===== config.mk =====
export PLATFORM = sky130hd
export DESIGN_NAME = pls_ctrl
export DESIGN_NICKNAME = d
export VERILOG_FILES = /design/src/sv/assert_macros.svh /design/src/sv/pls_pkg.sv /design/src/sv/pls_ctrl.sv
export SDC_FILE = /design/constraint.sdc
export NUM_CORES = 1
export LEC_CHECK = 0
export ABC_AREA = 1
export BUFFER_PORTS_ARGS = -buffer_cell sky130_fd_sc_hd__buf_2
export CAP_MARGIN = 10
export CORE_AREA = 4 4 41 43
export DETAILED_ROUTE_END_ITERATION = 8
export DIE_AREA = 0 0 45 47
export GPL_TIMING_DRIVEN = 0
export HOLD_SLACK_MARGIN = 0.02
export PLACE_DENSITY = 0.3
export SLEW_MARGIN = 20
export SYNTH_ARGS = -nofsm -noshare
export SYNTH_HDL_FRONTEND = slang
export SYNTH_SLANG_ARGS = --single-unit
export TNS_END_PERCENT = 10

===== constraint.sdc =====
create_clock -name clk -period 1.68 [get_ports clk]
set_input_delay 0.336 -clock clk [delete_from_list [all_inputs] [get_ports clk]]
set_output_delay 0.336 -clock clk [all_outputs]
set_load 0.02 [all_outputs]

===== src/sv/assert_macros.svh =====
// Assertion macros shared by the stack block.
`ifndef ASSERT_MACROS_SVH
`define ASSERT_MACROS_SVH

// Check a same-cycle implication on clk, quiet while arst_n is low.
`define PLS_ASSERT_NOW(label, ante, cons, msg) \
	label: assert property (@(posedge clk) disable iff (!arst_n) (ante) |-> (cons)) \
		else $error(msg);

// Check an implication in the next cycle on clk, quiet while arst_n is low.
`define PLS_ASSERT_NEXT(label, ante, cons, msg) \
	label: assert property (@(posedge clk) disable iff (!arst_n) (ante) |=> (cons)) \
		else $error(msg);

`endif


===== src/sv/pls_pkg.sv =====
// Package with sizes, status codes and controller command type for the stack block.
`timescale 1ns / 1ps
package pls_pkg;
	localparam int SLOTS      = 1024;
	localparam int DATA_WIDTH = 32;
	localparam int SLOT_W     = $clog2(SLOTS + 1);
	localparam int POP_W      = 32;
	localparam int STATUS_W   = 2;
	localparam int SLOT_OUT_W = 11;
	localparam int OUT_DATA_W = ((POP_W + SLOT_OUT_W + 7) / 8) * 8;

	// Operation codes carried in s_tuser
	localparam logic OP_PUSH = 1'b0;
	localparam logic OP_POP  = 1'b1;

	// Status codes carried in m_tuser
	localparam logic [STATUS_W-1:0] STAT_DONE  = 2'd0;
	localparam logic [STATUS_W-1:0] STAT_FULL  = 2'd1;
	localparam logic [STATUS_W-1:0] STAT_EMPTY = 2'd2;

	// Commands from controller to datapath
	typedef struct packed {
		logic load;   // capture input word and start memory reads
		logic exec;   // update heads and memories, load output register
	} pls_cmd_t;
endpackage


===== src/sv/pls_ctrl.sv =====
// Controller state machine for the stack block: handshakes and sequencing.
`timescale 1ns / 1ps
module pls_ctrl
	import pls_pkg::*;
(
	input  logic     clk,
	input  logic     arst_n,
	input  logic     s_tvalid,
	output logic     s_tready,
	output logic     m_tvalid,
	input  logic     m_tready,
	output logic     busy,
	output pls_cmd_t cmd
);
	typedef enum logic [1:0] {
		S_IDLE = 2'b01,
		S_EXEC = 2'b10
	} state_t;

	state_t state_q;
	state_t state_d;
	logic   out_valid_q;

	// Accept only while idle; execute once the output register can take a word
	assign s_tready = (state_q == S_IDLE);
	assign busy     = (state_q == S_EXEC);
	assign m_tvalid = out_valid_q;
	assign cmd.load = s_tvalid && s_tready;
	assign cmd.exec = (state_q == S_EXEC) && (!out_valid_q || m_tready);

	// Next state
	always_comb begin
		state_d = state_q;
		case (state_q)
			S_IDLE: begin
				if (cmd.load) state_d = S_EXEC;
			end
			S_EXEC: begin
				if (cmd.exec) state_d = S_IDLE;
			end
			default: state_d = S_IDLE;
		endcase
	end

	// State and output valid flag
	always_ff @(posedge clk or negedge arst_n) begin
		if (!arst_n) begin
			state_q     <= S_IDLE;
			out_valid_q <= 1'b0;
		end else begin
			state_q <= state_d;
			if (cmd.exec) begin
				out_valid_q <= 1'b1;
			end else if (m_tready) begin
				out_valid_q <= 1'b0;
			end
		end
	end
endmodule


; ---- After elaboration in Yosys (flattened, before gate mapping)
; Index checks and enable logic that the tools add are counted.
[word_totals]
register_bits = 3
output_inout_bits = 5
input_bits = 4
word_cells = 17
[op_classes]
mux = 5
n_eq_ne = 4
n_reduce_logical = 6
[ops]
columns = operator, count
row1 = two-way mux 2 bit, 2
row2 = != test 2 x 1 -> 1 bit (second input constant), 2
row3 = case mux 2 bit (2 select lines), 1
row4 = equality test 2 x 1 -> 1 bit (second input constant), 1
row5 = equality test 2 bit (second input constant), 1
row6 = logical AND 1 bit, 2
row7 = two-way mux 1 bit, 2
row8 = AND reduction 2 bit, 1
row9 = nonzero test 2 bit, 1
row10 = zero test 1 bit, 1
row11 = logical OR 1 bit, 1

; ---- Logic depth before layout (Yosys ltp)
; Gate-level depths: netlist of run 1.
[logic_depth]
ltp_word = 5
mapped_depth = 5

; ---- Worst setup path after synthesis of run 1
; OpenSTA, ideal clock, no wires.
[synth_timing]
path_type = flip-flop to output port
startpoint = reg out_valid_q, in the netlist m_tvalid
endpoint = out cmd[0] (netlist bit)
arrival_ps = 903
stages_incl_launch_ff = 4
t_required_ps = 1344
path_slack_ps = 441
cell_sequence = dfrtp_1 nand2_1 inv_1 nor2_1
[synth_rtl]
columns = item, line_no
row1 = start: declaration, pls_ctrl.sv:22  ; logic out_valid_q;
row2 = start signal: assignment, pls_ctrl.sv:49  ; out_valid_q <= 1'b0;
row3 = start signal: assignment, pls_ctrl.sv:53  ; out_valid_q <= 1'b1;
row4 = start signal: assignment, pls_ctrl.sv:55  ; out_valid_q <= 1'b0;
row5 = end: declaration, pls_ctrl.sv:13  ; output pls_cmd_t cmd

==> results.ini, run 1 <==
[final_layout]
insertedDiodeCount=0
ff_latch_area_um2=76.32
nets=39
fill_cells=161
multi_input_area_um2=56.30
drive_above_1_share=0.5882
syn2layout_area_growth_pct=59.84

[detailed_routing]
num_vias=162
wirelength_um=357
avgRoutedWirePerCell_um=7.286
drc=0
detail-route-antenna-nets=0
routed_via_density=3.306
drt_iter0_drc=1
firstDrtPassIters=2

[global_routing]
grt_usage=0.04348
grt_pass1_wl_um=558
antenna_found_initial=0
grt_pass1_vias=167
grt-ovfl-total=0
grt_max_degree=5

[critical_path]
cp.required_ns=1.34
critPathKind=reg -> out
cp_max_fo=2
cp-start-kind=register
r2r_cells=5
arrival_ns=1.12
critPathCaptureType=output pin

[die]
die_h_um=47
num_rows=13
initial_core_util=0.1221
core-area_um2=1301
ios=9
die_area_um2=2115
fp.dieW_um=45

[place]
io_buffers=8
finalWeightedCongestion=0.6386
pre_cts_ws_ns=0.4664
hpwl_um=321.7

[synthesis]
synth_cells=21
synth_top_area_frac=0.3150
synth_seq_cells=3
synth_area_um2=158.9
syn_avg_cell_area_um2=7.567
synth-seq-area-share=0.4803
synthTopCellsByArea=dfrtp_1 (31%), dfstp_2 (17%), nand2_2 (16%)
yosys.area.top_type=dfrtp_1
ys.warnings.count=0
yosysUniqueCellTypes=8
syn-num-nets=25

[flow_run]
cap_violations=0

[power_and_ir_drop]
total_power_mw=0.2795
power_density_nw_per_um2=1100
ir_worst_vdd_mv=0.2970
total_leakage_power_nw=0.1635

[clock_tree]
cts_resized=0
cts_buffer_depth=2
cts_max_level=1
cts-root-buf=clkbuf_4
clk_pin_slew_ns=0.04
holdBufCountCts=1
cts_tree=built
cts_setup_buffers=0
numCtsBuffers=3
clock_latency_ns=0.23
clock_sinks=3

[timing]
relSlewSlack=0.9125
tns_ns=0
rsz0062_at_grt=no
fin_worst_skew_ns=0.001945
tightest_slew_ns=0.1308
setup_slack_ns=0.2284
slew_viol_final=0
min_period_over_period=0.8640
setup_viol=0
period_needed_ns=1.452
max_freq_ghz=0.6889
hold_viol_final=0

[hold_path]
holdPathStages=3
hp-class=in -> reg

[run_status]
status=completed

area by class of cell:
class                   instances  area share
flip-flops and latches          3      0.3005
multi-input cells              11      0.2217
repair buffers                  9      0.1970
clock buffers                   4      0.1034
inverters                       7      0.1034
well taps                      15     0.07389
per-stage QoR:
step                      std cells  area [um2]  hold WS, ns    util
after floorplan                  21       158.9      0.04041       -
after global placement           44       217.7       0.1360  0.1673
after detailed placement         44       217.7       0.1388  0.1673
after CTS                        49       254.0       0.3334  0.1952
after global routing             49       254.0       0.3591  0.1952
final                            49       254.0       0.3365  0.1952
critical path, cell delays in order (launching register included):
cell     delay (ns)
dfstp_2        0.53
nand2_2        0.07
nor2_2         0.11
buf_2          0.18
state kept, by name, summed over array words and instances (netlist names):
| register | count |
|---|---|
| state_q | 2 |
| m_tvalid | 1 |
cells by family after synthesis:
logic type | synth area share
buffers and inverters | 0.1654
flip-flops | 0.4804
AND/OR/NAND/NOR | 0.3543
worst paths after layout:
| check | from | endpoint | slack (ns) |
|---|---|---|---|
| worst max-delay path | state_q[0] | cmd[1] | 0.23 |
| worst min-delay path | s_tvalid | state_q[1] | 0.34 |
| worst max register to register | state_q[0] | state_q[1] | 0.77 |
| worst min register to register | m_tvalid | m_tvalid | 0.51 |
| max in group asynchronous | arst_n | state_q[0] | 1.05 |
| min in group asynchronous | arst_n | state_q[1] | 0.44 |
power breakdown:
group,total [mW],switching [mW],internal (mW)
logic,0.0656,0.0423,0.0232
clock network,0.126,0.0366,0.0890
registers,0.0884,0.00486,0.0835
placed cells by master, fill, tap and decap left out:
cell	count
dlygate4sd3_1	1
inv_1	5
inv_2	2
nand2_1	3
clkbuf_4	3
buf_2	8
dfstp_2	1
nor2_2	2
nand2_2	4
dfrtp_1	2
clkbuf_1	1
nor2_1	2
metal layers:
metal	GRT usage	vias up	part of all wire
met5	0	-	0
met4	0.08772	0	0.011
li1	-	82	-
met2	0.06497	5	0.63
met1	0.03189	73	0.30
met3	0.01149	2	0.062
cells in the mapped netlist:
library cell	number
nor2_2	2
nand2_1	3
dfrtp_1	2
dfstp_2	1
nor2_1	2
inv_1	5
nand2_2	4
inv_2	2
No activity file was read; power rests on OpenSTA's default activity.
==> inputs of run 2 (changes only) <==
--- a/config.mk
+++ b/config.mk
@@ -5,7 +5,7 @@
 export SDC_FILE = /design/constraint.sdc
 export NUM_CORES = 1
 export LEC_CHECK = 0
-export ABC_AREA = 1
+export ABC_AREA = 0
 export BUFFER_PORTS_ARGS = -buffer_cell sky130_fd_sc_hd__buf_2
 export CAP_MARGIN = 10
 export CORE_AREA = 4 4 41 43
@@ -13,6 +13,7 @@
 export DIE_AREA = 0 0 45 47
 export GPL_TIMING_DRIVEN = 0
 export HOLD_SLACK_MARGIN = 0.02
+export MAX_ROUTING_LAYER = met4
 export PLACE_DENSITY = 0.3
 export SLEW_MARGIN = 20
 export SYNTH_ARGS = -nofsm -noshare
==> run 2 against run 1 <==
Effect of this change:
- cell count shrank 20%
- largest power group unchanged
- worst setup slack got worse by 0.046 ns
- core utilization decreased by 1.3 points
- wire length rose by 0.56%
- via count decreased by 23%
- critical path type unchanged
==> results.ini, run 2 <==
[synthesis]
synth_cells=11  ; was 21
synth-seq-area-share=0.5351  ; was 0.4803
yosys.area.top_type=dfrtp_1  ; unchanged
synth_edf_count=0  ; unchanged
synth_top_area_frac=0.3509  ; was 0.3150
synth_area_um2=142.6  ; was 158.9 um2
async_flop_share=1.000  ; unchanged
synth_common_cells=dfrtp_1 (2), nor2b_1 (2)  ; was inv_1 (5), nand2_2 (4), nand2_1 (3)
synth_seq_cells=3  ; unchanged
synth-main-ff-cell=dfrtp_1  ; unchanged
syn-num-nets=15  ; was 25
yosysUniqueCellTypes=9  ; was 8
syn_avg_cell_area_um2=12.97  ; was 7.567 um2
ys.warnings.count=0  ; unchanged
synthTopCellsByArea=dfrtp_1 (35%), dfstp_2 (18%), nor2b_4 (9.6%)  ; was dfrtp_1 (31%), dfstp_2 (17%), nand2_2 (16%)

[power_and_ir_drop]
pwr-share-seq=0.324  ; was 0.316
power_density_nw_per_um2=1177  ; was 1100 nW/um2
p_int_mw=0.2024  ; was 0.1958 mW
total_leakage_power_nw=0.1249  ; was 0.1635 nW
power.share.switching=0.2766  ; was 0.2996
comb_power_share=0.224  ; was 0.235
p_switching_mw=0.07739  ; was 0.08375 mW
clock_power_share=0.452  ; was 0.449
ir_worst_vdd_mv=0.3416  ; was 0.2970 mV

[timing]
period_needed_ns=1.497  ; was 1.452 ns
rsz0062_at_grt=no  ; unchanged
hold_viol_final=0  ; unchanged
relSlewSlack=0.8458  ; was 0.9125
slew_viol_final=0  ; unchanged
fin_worst_skew_ns=0.001150  ; was 0.001945 ns
min_period_over_period=0.8911  ; was 0.8640
tightest_slew_ns=0.2309  ; was 0.1308 ns
max_freq_ghz=0.6680  ; was 0.6889 GHz
tns_ns=0  ; unchanged
setup_viol=0  ; unchanged

[critical_path]
cp_cell_sequence=and3b_4, buf_2  ; was nand2_2, nor2_2, buf_2
cp-start-kind=register  ; unchanged
r2r_end=m_tvalid  ; was state_q[1]
cp_max_fo=3  ; was 2
cp_slowest_stage_delay_ns=0.56  ; was 0.53 ns
arrival_ns=1.16  ; was 1.12 ns
r2r_slack_ns=0.73  ; was 0.77 ns
regToRegStartpoint=state_q[0]  ; unchanged
critPathCaptureType=output pin  ; unchanged
critPathKind=reg -> out  ; unchanged
r2r_cells=2  ; was 5
cp.required_ns=1.34  ; about the same
crit_buf_inv=1  ; unchanged
cp_slowest_cell=dfstp_2  ; unchanged
path_delay_family=flip-flops  ; unchanged

[clock_tree]
numCtsBuffers=3  ; unchanged
clock_sinks=3  ; unchanged
cts_tree=built  ; unchanged
cts_resized=0  ; unchanged
clk_pin_slew_ns=0.04  ; about the same
cts_max_level=1  ; unchanged
cts_setup_buffers=0  ; unchanged
cts_buffer_depth=2  ; unchanged
cts-root-buf=clkbuf_4  ; unchanged
clock_latency_ns=0.23  ; about the same

[final_layout]
mostFrequentLayoutCells=buf_2 (8), clkbuf_4 (3), nor2b_1 (2), dfrtp_1 (2)  ; was buf_2 (8), inv_1 (5), nand2_2 (4)
largest_reg_flops=2  ; unchanged
final_util=0.1827  ; was 0.1952
nets=29  ; was 39
largest_register=state_q  ; unchanged
drive_above_1_share=0.6250  ; was 0.5882
insertedDiodeCount=0  ; unchanged
syn2layout_area_growth_pct=66.67  ; was 59.84%
final_common_cell=buf_2  ; unchanged

[hold_path]
hp-class=in -> async  ; was in -> reg

[global_routing]
antenna_found_initial=0  ; unchanged
grt-ovfl-total=0  ; unchanged
grt_usage=0.04661  ; was 0.04348
grt_max_degree=6  ; was 5
grt_pass1_vias=159  ; was 167
grt_pass1_wl_um=600  ; was 558 um

[detailed_routing]
drt_iter0_drc=0  ; was 1
routed_via_density=3.205  ; was 3.306
avgRoutedWirePerCell_um=9.205  ; was 7.286 um
wirelength_um=359  ; was 357 um
firstDrtPassIters=1  ; was 2
drc=0  ; unchanged
num_vias=125  ; was 162
detail-route-antenna-nets=0  ; unchanged

[die]
core-area_um2=1301  ; unchanged
ios=9  ; unchanged
initial_core_util=0.1096  ; was 0.1221
fp.dieW_um=45  ; unchanged
die_h_um=47  ; unchanged
num_rows=13  ; unchanged
die_area_um2=2115  ; unchanged

[place]
finalWeightedCongestion=0.5739  ; was 0.6386
io_buffers=8  ; unchanged

[flow_run]
cap_violations=0  ; unchanged

[run_status]
status=completed  ; unchanged

==> run 2: changes by cell type in the layout (fill, tap and decap cells not counted), moves of 2 or more <==
cell	previous run	this run
inv_2	2	0
nand2_2	4	0
nor2b_1	0	2
nand2_1	3	0
nor2_2	2	0
nor2_1	2	0
inv_1	5	0
==> run 2: worst max path at each step <==
stage	startpoint	slack, ns	end	depth (start not counted)
after floorplan	state_q[0]	0.41	cmd[0]	2
after global placement	state_q[0]	0.43	cmd[1]	2
after detailed placement	state_q[0]	0.42	cmd[1]	2
after CTS	state_q[0]	0.16	cmd[1]	2
after global routing	state_q[0]	0.14	cmd[1]	2
final	state_q[0]	0.18	cmd[1]	2
==> run 2: power by group through the flow <==
| stage | sequential [mW] | combinational, mW | clock (mW) |
|---|---|---|---|
| finish | 0.0908 | 0.0626 | 0.126 |
| global route | 0.0920 | 0.0685 | 0.137 |
| CTS | 0.0908 | 0.0641 | 0.135 |
| detailed placement | 0.0916 | 0.0622 | 0 |
| global placement | 0.0910 | 0.0613 | 0 |
| floorplan | 0.0939 | 0.0378 | 0 |
==> run 2: what timing repair did <==
action / CTS / global route
hold buffers: 1 / 0
hold endpoints to repair: 2 / 0
endpoints found under the setup margin: 0 / 0
==> run 2: final cells by class <==
| class | instances | area, um2 |
|---|---|---|
| tap | 15 | 18.77 |
| multi-input combinational | 8 | 66.31 |
| clock buffer | 4 | 26.28 |
| sequential | 3 | 76.32 |
| fill | 152 | 1064 |
| timing repair buffer | 9 | 50.05 |
==> run 2: per-layer routing <==
layer  GRT usage  vias to the layer above  wire (um)
li1            -                       61          -
met5           -                        -          0
met4     0.07018                        0          0
met1     0.03890                       57        135
met3     0.01916                        0         52
met2     0.06497                        7        171
==> run 2: cell families after synthesis <==
group	share of synthesized area
simple gates	0.3772
flops	0.5351
compound gates	0.08771
==> run 2: through the flow <==
stage / cells / setup WS [ns] / hold slack (ns) / total power [mW] / area [um2]
6_report: 39 / 0.1829 / 0.4299 / 0.2798 / 237.7
5_1_grt: 39 / 0.1431 / 0.4551 / 0.2980 / 237.7
2_1_floorplan: 11 / 0.4086 / 0.04041 / 0.1318 / 142.6
3_5_place_dp: 34 / 0.4175 / 0.1352 / 0.1538 / 201.4
3_3_place_gp: 34 / 0.4311 / 0.1337 / 0.1523 / 201.4
4_1_cts: 39 / 0.1642 / 0.4176 / 0.2895 / 237.7
